[config.mk]
export PLATFORM = sky130hd
export DESIGN_NAME = pixel_to_occupancy_classifier_core
export DESIGN_NICKNAME = d
export VERILOG_FILES = /design/src/rtl/core/ptoc_pkg.sv /design/src/rtl/core/pixel_to_occupancy_classifier_core.sv /design/src/rtl/core/ptoc_divider.sv
export SDC_FILE = /design/constraint.sdc
export NUM_CORES = 2
export LEC_CHECK = 0
export BUFFER_PORTS_ARGS = -buffer_cell sky130_fd_sc_hd__buf_2
export CELL_PAD_IN_SITES_DETAIL_PLACEMENT = 1
export CELL_PAD_IN_SITES_GLOBAL_PLACEMENT = 2
export CORE_ASPECT_RATIO = 0.8
export CORE_UTILIZATION = 35
export CTS_BUF_LIST = sky130_fd_sc_hd__clkbuf_8
export CTS_CLUSTER_SIZE = 24
export DETAILED_ROUTE_END_ITERATION = 10
export HOLD_SLACK_MARGIN = 0.06
export PLACE_DENSITY = 0.78
export SYNTH_ARGS = -nofsm -noshare
export SYNTH_HDL_FRONTEND = slang
export SYNTH_SLANG_ARGS = --single-unit
[constraint.sdc]
create_clock -name i_clk -period 25.5 [get_ports i_clk]
set_clock_uncertainty 0.15 [all_clocks]
set_input_delay 0 -clock i_clk [delete_from_list [all_inputs] [get_ports i_clk]]
set_output_delay 0 -clock i_clk [all_outputs]
set_load 0.01 [all_outputs]
[src/rtl/core/ptoc_pkg.sv]
// Shared widths, constants and types of the pixel to occupancy classifier.
package ptoc_pkg;

    localparam int CHANNEL_BITS  = 8;
    localparam int FRACTION_BITS = 16;
    localparam int LEVEL_BITS    = 16;
    localparam int LEVEL_W       = LEVEL_BITS + 1;
    localparam int OCC_W         = 8;
    localparam int CFG_IDX_W     = 2;
    localparam int CFG_DATA_W    = LEVEL_W;

    // channel sum and the shade denominator
    localparam int SUM_W = CHANNEL_BITS + 2;
    localparam int CMAX  = (1 << CHANNEL_BITS) - 1;
    localparam int DEN3  = 3 * CMAX;
    localparam int DEN2  = 2 * DEN3;

    // shade = floor((sum * 2^(F+1) + DEN3) / DEN2) by reciprocal and one correction
    localparam int SHADE_W   = FRACTION_BITS + 1;
    localparam int N_W       = SUM_W + FRACTION_BITS + 2;
    localparam int RECIP_W   = N_W + 2 - $clog2(DEN2);
    localparam int PROD_W    = N_W + RECIP_W;
    localparam int CHK_W     = SHADE_W + $clog2(DEN2) + 1;
    localparam longint unsigned RECIP_L = (longint'(1) << N_W) / longint'(DEN2) + 1;
    localparam logic [RECIP_W-1:0] RECIP = RECIP_W'(RECIP_L);
    localparam logic [SHADE_W-1:0] FULL_Q = SHADE_W'(1) << FRACTION_BITS;

    // raw value = floor((sum * 510 + DEN3) / DEN2), same scheme
    localparam int RAW_K       = 510;
    localparam int RAW_N_W     = SUM_W + 10;
    localparam int RAW_RECIP_W = RAW_N_W + 2 - $clog2(DEN2);
    localparam int RAW_PROD_W  = RAW_N_W + RAW_RECIP_W;
    localparam int RAW_Q_W     = 9;
    localparam int RAW_CHK_W   = RAW_Q_W + $clog2(DEN2) + 1;
    localparam longint unsigned RAW_RECIP_L =
        (longint'(1) << RAW_N_W) / longint'(DEN2) + 1;
    localparam logic [RAW_RECIP_W-1:0] RAW_RECIP = RAW_RECIP_W'(RAW_RECIP_L);

    // common scale of occupancy and levels for the threshold tests
    localparam int MIN_FL = (FRACTION_BITS < LEVEL_BITS) ? FRACTION_BITS : LEVEL_BITS;
    localparam int MAX_FL = (FRACTION_BITS < LEVEL_BITS) ? LEVEL_BITS : FRACTION_BITS;
    localparam int SH_OCC = LEVEL_BITS - MIN_FL;
    localparam int SH_LVL = FRACTION_BITS - MIN_FL;
    localparam int CMP_W  = MAX_FL + 1;

    // ramp divider
    localparam int QB        = 7;
    localparam int NUM_W     = CMP_W + QB;
    localparam int OCC_SCALE = 100;

    localparam logic [OCC_W-1:0] OCC_FULL    = OCC_W'(100);
    localparam logic [OCC_W-1:0] OCC_FREE    = OCC_W'(0);
    localparam logic [OCC_W-1:0] OCC_UNKNOWN = OCC_W'(255);

    localparam logic [LEVEL_W-1:0] FREE_RESET     = LEVEL_W'(16384);
    localparam logic [LEVEL_W-1:0] OCCUPIED_RESET = LEVEL_W'(42598);

    typedef enum logic [1:0] {
        MODE_TRINARY = 2'd0,
        MODE_SCALE   = 2'd1,
        MODE_RAW     = 2'd2
    } t_mode;

    typedef enum logic [CFG_IDX_W-1:0] {
        REG_MAP_MODE       = 2'd0,
        REG_INVERT_SHADE   = 2'd1,
        REG_FREE_LEVEL     = 2'd2,
        REG_OCCUPIED_LEVEL = 2'd3
    } t_reg_idx;

    // what travels beside the ramp division
    typedef struct packed {
        logic             ramp;
        logic [OCC_W-1:0] fixed;
    } t_tag;

endpackage

[src/rtl/core/pixel_to_occupancy_classifier_core.sv]
// Top level of the pixel to occupancy classifier: pixel stream in, occupancy percent out.
//
// One RGB pixel with an opacity value goes in per transfer and one occupancy
// percent (-1 for unknown) comes out per transfer, in order. The block takes a
// pixel every cycle while the skid register is empty; a result passes through
// seven stages for the channel sum, the reciprocal multiply that turns the
// sum into a Q1.16 shade and its one-step correction, the occupancy and the
// threshold tests, then seven stages of the bit-per-stage ramp divider, then
// the rounding into the output register. All stages advance together; a
// skid register behind the output register keeps taking pixels while a
// result waits, and the pipeline holds only once that skid register is full.
// Configuration registers are written through the plain write port and are
// read live by the stages, so write them only while no pixel is in flight.
module pixel_to_occupancy_classifier_core import ptoc_pkg::*; (
    input  logic                    i_clk,
    input  logic                    i_rst_n,
    // pixel channel
    input  logic                    i_in_valid,
    output logic                    o_in_ready,
    input  logic [CHANNEL_BITS-1:0] i_red,
    input  logic [CHANNEL_BITS-1:0] i_green,
    input  logic [CHANNEL_BITS-1:0] i_blue,
    input  logic [CHANNEL_BITS-1:0] i_opacity,
    // occupancy channel
    output logic                    o_out_valid,
    input  logic                    i_out_ready,
    output logic signed [OCC_W-1:0] o_occupancy,
    // configuration write port
    input  logic                    i_cfg_we,
    input  logic [CFG_IDX_W-1:0]    i_cfg_idx,
    input  logic [CFG_DATA_W-1:0]   i_cfg_data
);

    // ---------------------------------------------------------------
    // Configuration registers
    // ---------------------------------------------------------------
    logic [1:0]         r_map_mode;
    logic               r_invert;
    logic [LEVEL_W-1:0] r_free_level;
    logic [LEVEL_W-1:0] r_occd_level;

    always_ff @(posedge i_clk) begin
        if (!i_rst_n) begin
            r_map_mode   <= MODE_TRINARY;
            r_invert     <= 1'b0;
            r_free_level <= FREE_RESET;
            r_occd_level <= OCCUPIED_RESET;
        end else if (i_cfg_we) begin
            unique case (i_cfg_idx)
                REG_MAP_MODE:       r_map_mode   <= i_cfg_data[1:0];
                REG_INVERT_SHADE:   r_invert     <= i_cfg_data[0];
                REG_FREE_LEVEL:     r_free_level <= i_cfg_data;
                REG_OCCUPIED_LEVEL: r_occd_level <= i_cfg_data;
                default:            r_map_mode   <= r_map_mode;
            endcase
        end
    end

    // ---------------------------------------------------------------
    // Pipeline control: every stage advances while the skid register is
    // empty; valid bits shift along with the data.
    // ---------------------------------------------------------------
    logic       w_en;
    logic [6:0] r_vld;
    logic       r_skid_valid;

    assign w_en       = !r_skid_valid;
    assign o_in_ready = w_en;

    always_ff @(posedge i_clk) begin
        if (!i_rst_n) begin
            r_vld <= '0;
        end else if (w_en) begin
            r_vld <= {r_vld[5:0], i_in_valid};
        end
    end

    // ---------------------------------------------------------------
    // Stage 1: channel sum, opacity flag
    // ---------------------------------------------------------------
    logic [SUM_W-1:0] r_sum1;
    logic             r_opq1;

    // ---------------------------------------------------------------
    // Stage 2: numerators of the shade and raw divisions
    // ---------------------------------------------------------------
    logic [N_W-1:0]     r_n2;
    logic [RAW_N_W-1:0] r_rn2;
    logic               r_opq2;

    // ---------------------------------------------------------------
    // Stage 3: multiply by the reciprocals
    // ---------------------------------------------------------------
    logic [PROD_W-1:0]     r_prod3;
    logic [RAW_PROD_W-1:0] r_rprod3;
    logic [N_W-1:0]        r_n3;
    logic [RAW_N_W-1:0]    r_rn3;
    logic                  r_opq3;

    // ---------------------------------------------------------------
    // Stage 4: correct the estimates by one where they overshoot
    // ---------------------------------------------------------------
    logic [SHADE_W-1:0]   w_q0;
    logic [CHK_W-1:0]     w_chk;
    logic [RAW_Q_W-1:0]   w_rq0;
    logic [RAW_CHK_W-1:0] w_rchk;
    logic [SHADE_W-1:0]   r_shade4;
    logic [RAW_Q_W-1:0]   r_raw4;
    logic                 r_opq4;

    assign w_q0   = r_prod3[N_W +: SHADE_W];
    assign w_chk  = CHK_W'(w_q0) * CHK_W'(DEN2);
    assign w_rq0  = r_rprod3[RAW_N_W +: RAW_Q_W];
    assign w_rchk = RAW_CHK_W'(w_rq0) * RAW_CHK_W'(DEN2);

    // ---------------------------------------------------------------
    // Stage 5: occupancy from shade
    // ---------------------------------------------------------------
    logic [SHADE_W-1:0] r_occ5;
    logic [RAW_Q_W-1:0] r_raw5;
    logic               r_opq5;

    // ---------------------------------------------------------------
    // Stage 6: threshold tests and the decision per mode
    // ---------------------------------------------------------------
    logic [CMP_W-1:0] w_occ_s;
    logic [CMP_W-1:0] w_free_s;
    logic [CMP_W-1:0] w_occd_s;
    logic [CMP_W-1:0] w_span;
    logic             w_above;
    logic             w_below;
    t_tag             w_tag6;
    t_tag             r_tag6;
    logic [CMP_W-1:0] r_d6;
    logic [CMP_W-1:0] r_s6;

    assign w_occ_s  = CMP_W'(r_occ5) << SH_OCC;
    assign w_free_s = CMP_W'(r_free_level) << SH_LVL;
    assign w_occd_s = CMP_W'(r_occd_level) << SH_LVL;
    assign w_span   = w_occd_s - w_free_s;
    assign w_above  = (w_occd_s < w_occ_s);
    assign w_below  = (w_occ_s < w_free_s);

    always_comb begin
        w_tag6.ramp  = 1'b0;
        w_tag6.fixed = OCC_UNKNOWN;
        case (r_map_mode)
            MODE_RAW: begin
                w_tag6.fixed = (r_raw5 <= RAW_Q_W'(OCC_SCALE)) ?
                               r_raw5[OCC_W-1:0] : OCC_UNKNOWN;
            end
            MODE_TRINARY: begin
                if (w_above) begin
                    w_tag6.fixed = OCC_FULL;
                end else if (w_below) begin
                    w_tag6.fixed = OCC_FREE;
                end
            end
            MODE_SCALE: begin
                // pixels with a nonzero opacity value stay unknown; a zero-width ramp reads free
                if (r_opq5) begin
                    w_tag6.fixed = OCC_UNKNOWN;
                end else if (w_above) begin
                    w_tag6.fixed = OCC_FULL;
                end else if (w_below) begin
                    w_tag6.fixed = OCC_FREE;
                end else if (w_span == '0) begin
                    w_tag6.fixed = OCC_FREE;
                end else begin
                    w_tag6.ramp = 1'b1;
                end
            end
            default: w_tag6.fixed = OCC_UNKNOWN;
        endcase
    end

    // ---------------------------------------------------------------
    // Stage 7: ramp numerator
    // ---------------------------------------------------------------
    logic [NUM_W-1:0] r_num7;
    logic [CMP_W-1:0] r_den7;
    t_tag             r_tag7;

    always_ff @(posedge i_clk) begin
        if (w_en) begin
            r_sum1   <= SUM_W'(i_red) + SUM_W'(i_green) + SUM_W'(i_blue);
            r_opq1   <= |i_opacity;

            r_n2     <= (N_W'(r_sum1) << (FRACTION_BITS + 1)) + N_W'(DEN3);
            r_rn2    <= RAW_N_W'(r_sum1) * RAW_N_W'(RAW_K) + RAW_N_W'(DEN3);
            r_opq2   <= r_opq1;

            r_prod3  <= PROD_W'(r_n2) * PROD_W'(RECIP);
            r_rprod3 <= RAW_PROD_W'(r_rn2) * RAW_PROD_W'(RAW_RECIP);
            r_n3     <= r_n2;
            r_rn3    <= r_rn2;
            r_opq3   <= r_opq2;

            r_shade4 <= (w_chk > CHK_W'(r_n3)) ? (w_q0 - SHADE_W'(1)) : w_q0;
            r_raw4   <= (w_rchk > RAW_CHK_W'(r_rn3)) ? (w_rq0 - RAW_Q_W'(1)) : w_rq0;
            r_opq4   <= r_opq3;

            r_occ5   <= r_invert ? r_shade4 : (FULL_Q - r_shade4);
            r_raw5   <= r_raw4;
            r_opq5   <= r_opq4;

            r_tag6   <= w_tag6;
            r_d6     <= w_occ_s - w_free_s;
            r_s6     <= w_span;

            r_num7   <= NUM_W'(r_d6) * NUM_W'(OCC_SCALE);
            r_den7   <= r_s6;
            r_tag7   <= r_tag6;
        end
    end

    // ---------------------------------------------------------------
    // Stages 8 to 14: ramp division
    // ---------------------------------------------------------------
    logic             w_div_valid;
    logic [QB-1:0]    w_quo;
    logic [NUM_W-1:0] w_rem;
    logic [CMP_W-1:0] w_div_den;
    t_tag             w_div_tag;

    ptoc_divider u_divider (
        .i_clk   (i_clk),
        .i_rst_n (i_rst_n),
        .i_en    (w_en),
        .i_valid (r_vld[6]),
        .i_num   (r_num7),
        .i_den   (r_den7),
        .i_tag   (r_tag7),
        .o_valid (w_div_valid),
        .o_quo   (w_quo),
        .o_rem   (w_rem),
        .o_den   (w_div_den),
        .o_tag   (w_div_tag)
    );

    // ---------------------------------------------------------------
    // Round half to even and pick the ramp or the fixed result
    // ---------------------------------------------------------------
    logic [CMP_W:0]   w_rem2;
    logic [CMP_W:0]   w_span2;
    logic             w_round_up;
    logic [OCC_W-1:0] w_fin_occ;

    // remainder is below the span here, so its low bits hold all of it
    assign w_rem2     = {w_rem[CMP_W-1:0], 1'b0};
    assign w_span2    = {1'b0, w_div_den};
    assign w_round_up = (w_rem2 > w_span2) || ((w_rem2 == w_span2) && w_quo[0]);
    assign w_fin_occ  = w_div_tag.ramp ?
                        (OCC_W'(w_quo) + OCC_W'(w_round_up)) : w_div_tag.fixed;

    // ---------------------------------------------------------------
    // Output register and skid register
    // ---------------------------------------------------------------
    logic             r_out_valid;
    logic [OCC_W-1:0] r_out_occ;
    logic [OCC_W-1:0] r_skid_occ;

    always_ff @(posedge i_clk) begin
        if (!i_rst_n) begin
            r_out_valid  <= 1'b0;
            r_skid_valid <= 1'b0;
        end else if (r_skid_valid) begin
            // drain the skid register into the output once the result leaves
            if (i_out_ready) begin
                r_skid_valid <= 1'b0;
            end
        end else if (r_out_valid && !i_out_ready) begin
            // hold the output, park a new result aside
            r_skid_valid <= w_div_valid;
        end else begin
            r_out_valid <= w_div_valid;
        end
    end

    always_ff @(posedge i_clk) begin
        if (r_skid_valid) begin
            if (i_out_ready) begin
                r_out_occ <= r_skid_occ;
            end
        end else if (r_out_valid && !i_out_ready) begin
            r_skid_occ <= w_fin_occ;
        end else begin
            r_out_occ <= w_fin_occ;
        end
    end

    assign o_out_valid = r_out_valid;
    assign o_occupancy = $signed(r_out_occ);

endmodule

[src/rtl/core/ptoc_divider.sv]
// Pipelined restoring divider, one quotient bit per stage, for the scale ramp.
module ptoc_divider import ptoc_pkg::*; (
    input  logic             i_clk,
    input  logic             i_rst_n,
    input  logic             i_en,
    input  logic             i_valid,
    input  logic [NUM_W-1:0] i_num,
    input  logic [CMP_W-1:0] i_den,
    input  t_tag             i_tag,
    output logic             o_valid,
    output logic [QB-1:0]    o_quo,
    output logic [NUM_W-1:0] o_rem,
    output logic [CMP_W-1:0] o_den,
    output t_tag             o_tag
);

    logic [QB-1:0]    r_vld;
    logic [NUM_W-1:0] r_rem [QB];
    logic [QB-1:0]    r_quo [QB];
    logic [CMP_W-1:0] r_den [QB];
    t_tag             r_tag [QB];

    logic [NUM_W-1:0] w_rem [QB+1];
    logic [QB-1:0]    w_quo [QB+1];
    logic [CMP_W-1:0] w_den [QB+1];
    t_tag             w_tag [QB+1];

    assign w_rem[0] = i_num;
    assign w_quo[0] = '0;
    assign w_den[0] = i_den;
    assign w_tag[0] = i_tag;

    always_ff @(posedge i_clk) begin
        if (!i_rst_n) begin
            r_vld <= '0;
        end else if (i_en) begin
            r_vld <= {r_vld[QB-2:0], i_valid};
        end
    end

    for (genvar k = 0; k < QB; k++) begin : g_stage
        logic [NUM_W-1:0] trial;
        logic             fits;

        // try the divisor at the weight of quotient bit QB-1-k
        assign trial = NUM_W'(w_den[k]) << (QB - 1 - k);
        assign fits  = (w_rem[k] >= trial);

        always_ff @(posedge i_clk) begin
            if (i_en) begin
                r_rem[k] <= fits ? (w_rem[k] - trial) : w_rem[k];
                r_quo[k] <= {w_quo[k][QB-2:0], fits};
                r_den[k] <= w_den[k];
                r_tag[k] <= w_tag[k];
            end
        end

        assign w_rem[k+1] = r_rem[k];
        assign w_quo[k+1] = r_quo[k];
        assign w_den[k+1] = r_den[k];
        assign w_tag[k+1] = r_tag[k];
    end

    assign o_valid = r_vld[QB-1];
    assign o_quo   = w_quo[QB];
    assign o_rem   = w_rem[QB];
    assign o_den   = w_den[QB];
    assign o_tag   = w_tag[QB];

endmodule

; After elaboration in Yosys (flattened, before gate mapping)
; Memories as Yosys holds them, arrays and structs flattened.
; Index checks and enable logic that the tools add are counted.
[totals]
reg_bits = 396
mem_bits_rw = 399
output_inout_bits = 10
elab_cells = 129
memories = 4
[classes]
addsub = 17
multipliers = 6
n_lt_le_gt_ge = 13
eq_ne = 8
mux = 27
n_bitwise = 3
n_reduce_logical = 17
[mem_list]
columns = memory, words, word_bits, read_ports, rd_ports_with_merged_regs, wr, line
row1 = u_divider.r_rem, 7, 24, 7, 0, 7, ptoc_divider.sv:18  ; logic [NUM_W-1:0] r_rem [QB];
row2 = u_divider.r_den, 7, 17, 7, 0, 7, ptoc_divider.sv:20  ; logic [CMP_W-1:0] r_den [QB];
row3 = u_divider.r_tag, 7, 9, 7, 0, 7, ptoc_divider.sv:21  ; t_tag r_tag [QB];
row4 = u_divider.r_quo, 7, 7, 7, 0, 7, ptoc_divider.sv:19  ; logic [QB-1:0] r_quo [QB];
[ops]
columns = op, n
row1 = $mux W24, 7
row2 = $mux W8, 11
row3 = $mul A28 B18 Y45 const B, 1
row4 = $lt A17 B17 Y1, 2
row5 = $mux W17, 2
row6 = $sub A17 B17 Y17, 2
row7 = $add A27 B10 Y28 const B, 1
row8 = $gt A28 B28 Y1, 1
row9 = $mul A20 B9 Y28 const B, 1
row10 = $mul A17 B10 Y27 const B, 1
row11 = $ge A24 B17 Y1, 1
row12 = $ge A24 B18 Y1, 1
row13 = $ge A24 B19 Y1, 1
row14 = $ge A24 B20 Y1, 1
row15 = $ge A24 B21 Y1, 1
row16 = $ge A24 B22 Y1, 1
row17 = $ge A24 B23 Y1, 1
row18 = $pmux W8 S3, 1
row19 = $sub A24 B17 Y24, 1
row20 = $sub A24 B18 Y24, 1
row21 = $sub A24 B19 Y24, 1
row22 = $sub A24 B20 Y24, 1
row23 = $sub A24 B21 Y24, 1
row24 = $sub A24 B22 Y24, 1
row25 = other kinds (29), 48

; Longest topological paths before layout
; An unclocked memory read counts as a cell.
[logic_depth]
depth_word = 8
mapped_depth = 31

; Cells and area by module
; Synthesis repeated with hierarchy kept, for this count alone.
[hier_totals]
cells_unflattened = 4537
hier_area_um2 = 50733.7
[by_module_without_submodules]
columns = mod, instances, cells_per_inst, area_per_inst_um2
row1 = pixel_to_occupancy_classifier_core, 1, 2914, 30882.1
row2 = ptoc_divider, 1, 1623, 19851.5

; Worst setup path before layout
; Ideal clock, no wire load.
[synth_path]
path_type = register to register
start = register r_skid_valid
end = register r_skid_occ[0], enable pin
setup_time_ns = 0.349
t_arrival_ns = 19.229
setup_slack_ns = 5.772
stages_incl_launch_ff = 5
period_less_slack_ns = 19.728
path_cell_list = dfxtp_1 clkbuf_1 inv_1 clkbuf_1 and3_1
[synth_between]
elab_chain_cells = 2
[synth_rtl]
columns = item, line
row1 = from (decl), pixel_to_occupancy_classifier_core.sv:65  ; logic r_skid_valid;
row2 = from (signal assigned), pixel_to_occupancy_classifier_core.sv:274  ; r_skid_valid <= w_div_valid;
row3 = $not A1 Y1 (no source line), n/a
row4 = $reduce_and A2 Y1 (no source line), n/a
row5 = to (signal assigned), pixel_to_occupancy_classifier_core.sv:286  ; r_skid_occ <= w_fin_occ;
row6 = to (decl), pixel_to_occupancy_classifier_core.sv:261  ; logic [OCC_W-1:0] r_skid_occ;
; No other way between the ends.
; A chain may end at the register's enable or synchronous reset.

; Worst setup path after layout
[layout_path]
start = register r_prod3[33]
end = register r_shade4[9], data pin
[layout_between]
elab_chain_cells = 3
elab_cells_between_ends = 4
cone_classes = add/sub (1) / mul (1) / order compare (1) / mux (1)
[layout_rtl]
columns = item, line
row1 = from (decl), pixel_to_occupancy_classifier_core.sv:94  ; logic [PROD_W-1:0] r_prod3;
row2 = from (signal assigned), pixel_to_occupancy_classifier_core.sv:193  ; r_prod3 <= PROD_W'(r_n2) * PROD_W'(RECIP);
row3 = $mul A17 B10 Y27, pixel_to_occupancy_classifier_core.sv:112  ; assign w_chk = CHK_W'(w_q0) * CHK_W'(DEN2);
row4 = $gt A28 B28 Y1, pixel_to_occupancy_classifier_core.sv:199  ; r_shade4 <= (w_chk > CHK_W'(r_n3)) ? (w_q0 - SHADE_W'(1)) : w_q0;
row5 = $mux W17 (*), pixel_to_occupancy_classifier_core.sv:199
row6 = to (signal assigned), pixel_to_occupancy_classifier_core.sv:199
row7 = to (decl), pixel_to_occupancy_classifier_core.sv:107  ; logic [SHADE_W-1:0] r_shade4;
; Mark *: on every way between the ends. The rest lies on a longest branch, timed or not.

==> key figures <==
Run status
  – Status: finished, final reports clean

Clocking
  – CTS H-tree depth: 3
  – Cts bufs inserted: 114
  – Post-cts resize count: 0
  – Clk slew on worst S/H paths: 0.06 ns
  – Root Driver: clkbuf_8
  – Later-pin clock latency in the skew report: a little over 0.8 ns
  – CTS Buffer Depth: 3
  – Post-CTS setup repair buffer count: 0
  – Total clock sinks: 669
  – CTS tree: built

Timing
  – Setup TNS: 0 ns
  – Worst slew pin tran: between 1 and 1.5 ns
  – Setup ws final: about 17 ns
  – Final Max Slew Viols: 0
  – # setup viols final: 0
  – Final worst path period share: 33.96%
  – Fin crit period: roughly 8.7 ns
  – RSZ-0062 raised after global routing: no
  – Max Freq: ~120 MHz
  – Relative slew margins: roughly 19%
  – Final hold vios: 0

Detailed routing
  – DRT iter0 DRCs: around 1500
  – Vias: approximately 32000
  – Detailed-route wire length per cell: 17.66 µm
  – # DRC: 0
  – Post-DRT Antenna Nets: 0
  – Vias per cell: 4.881
  – DR pass1 iterations: 5
  – Drt total wl: between 100000 and 150000 µm

Synth
  – Synth top cells by count: inv_1, ha_1, edfxtp_1
  – Cell taking the most area after synthesis: edfxtp_1
  – Synth Flop Type: edfxtp_1
  – Post-Synthesis Net Count: between 5000 and 6000
  – Synth Area per Inst: 11.12 µm²
  – FFs w/ async S/R, synth: 0%
  – Multiplexer share of the synthesized area: between 1.5 and 2%
  – Yosys top cell area share: 37.52%
  – Synthesized instance count: approximately 4400
  – Top post-synthesis cells by area: edfxtp_1, ha_1, fa_1
  – Area of the mapped netlist: 0.04930 mm²
  – Post-synthesis compound-gate area fraction: between 10 and 15%
  – Post-synth EDFFs: between 600 and 700
  – Seq cells post-synth: 669
  – Post-Synth Simple-Gate Area: 8.193%
  – Synth cell types: 84
  – Largest family of logic cells by synthesized area: adder cells
  – Synth Area in Adders: 29.14%
  – Yosys warns: 0
  – Post-Synth XOR/XNOR Area: 4.901%
  – Top-count cell post-synth: inv_1
  – Seq/Total Area, Yosys: roughly two fifths

Finish
  – Layout cells sized above 1: 6.566%
  – Filler instances: 15280
  – Nets: 5709
  – Register area: 0.01956 mm²
  – Area growth syn-to-layout: 11.94%
  – Multi-input gate area: 0.02658 mm²

Die
  – Core region area: 0.1391 mm²
  – DIE WIDTH: 421.6 µm
  – Row count: 122
  – Starting Density: 35.45%
  – Top Ports: 66
  – Die H: between 300 and 400 µm
  – Die Area: 0.1424 mm²

Min path
  – Hold crit path type: input pin to flop

Setup path
  – Arrival time worst endpoint: between 9 and 10 ns
  – CP startpoint kind: flop
  – Crit Path Class: flop to flop
  – Worst setup EP type: flop
  – Worst-path fanout max: 18
  – Worst EP required: ~26 ns

GRT
  – Largest net degree at the start of global routing: 174
  – First-pass GRT wire length: ~190000 µm
  – Grt total ovfl: 0
  – Vias in the first global route: 35260
  – GRT Total Usage: 16.86%
  – Initial antenna violation count: 4

Place
  – GPL Wtd Cong: 0.8395
  – I/O Buffers: 65
  – Place WS: 16.80 ns
  – Final HPWL DP: 90790 µm

Job
  – Max_cap viols: 0
per-layer routing:
layer / global-route usage, % / share of wire (%) / wire, µm
met5: 0 / 0 / 0
met4: 3.520 / 1.7 / 2044
met3: 2.551 / 3.2 / 3775
met2: 27.08 / 45 / 52540
met1: 24.02 / 50 / 58990
sequential cells by signal, summed over array words and instances (netlist names), 18 cells and up:
name,count
u_divider.r_rem,150
u_divider.r_den,119
u_divider.r_tag,63
u_divider.r_quo,28
r_num7,22
r_prod3,18
r_rn2,18
r_rn3,18
worst paths after layout:
check,startpoint,end,slack [ns],depth (start not counted)
max,r_prod3[33],r_shade4[9],16.84,27
min reg2reg,u_divider.r_quo[5][4],u_divider.r_quo[6][5],0.24,0
min,i_red[7],r_sum1[9],0.17,4
max reg2reg,r_prod3[33],r_shade4[9],16.84,27
cell usage in the layout, fill, tap and decap left out, drive strengths merged, types with 100 or more instances in the layout:
master / n
edfxtp: 616
inv: 838
a21oi: 232
o21ai: 170
nor2: 220
xor2: 100
xnor2: 175
clkbuf: 115
fa: 305
ha: 660
nand2: 227
dlygate4sd3: 107
critical path: stages (launching register included):
cell and delay, ns:
edfxtp_1 0.58, inv_1 0.25, fa_1 0.52, fa_1 0.49
inv_1 0.05, fa_1 0.50, fa_1 0.55, inv_1 0.05
fa_1 0.49, inv_1 0.04, ha_1 0.35, a211o_1 0.30
o221ai_1 0.17, a21oi_1 0.11, o21ai_0 0.34, o21bai_1 0.10
a21oi_1 0.18, xnor2_1 0.19, ha_1 0.30, a21o_1 0.17
a21oi_1 0.20, o221ai_1 0.15, or4b_1 0.52, a2111oi_0 0.39
a41oi_1 0.19, a311o_1 0.69, nand3_1 0.28, xnor2_1 0.09
stage by stage:
stage	hold WS, ns	instances	instance area (µm²)	util [%]
4_1_cts	0.07699	6642	55180	39.68
3_3_place_gp	0.03323	6325	51920	37.33
3_5_place_dp	0.03909	6325	51920	37.33
6_report	0.1711	6645	55190	39.69
5_1_grt	0.1379	6644	55180	39.68
2_1_floorplan	-0.07385	4432	49300	-
area by class of cell:
cell class / instances / share of cell area [%]
Sequential cell: 669 / 35.44
Clock buffer: 115 / 2.868
Antenna cell: 3 / 0.01360
Tap cell: 1860 / 4.217
Multi-Input combinational cell: 2917 / 48.17
Clock inverter: 95 / 1.104
Timing Repair Buffer: 184 / 2.716
Inverter: 802 / 5.469
timing repair:
item | 4_1_cts | 5_1_grt
endpoints found under the setup margin | 0 | 0
endpoints found under the hold margin | 80 | 0
hold buffers | 107 | 0
cell families after synthesis:
family	after synthesis
adders and majority gates	965
buffers and inverters	846
and+or+nand+nor	828
AOI/OAI and AO/OA	780
DFF	669
xor gates and xnor gates	275
muxes	69
Power is not shown: default switching activity piles up to over one toggle a cycle in this logic, so the estimate is an artifact.
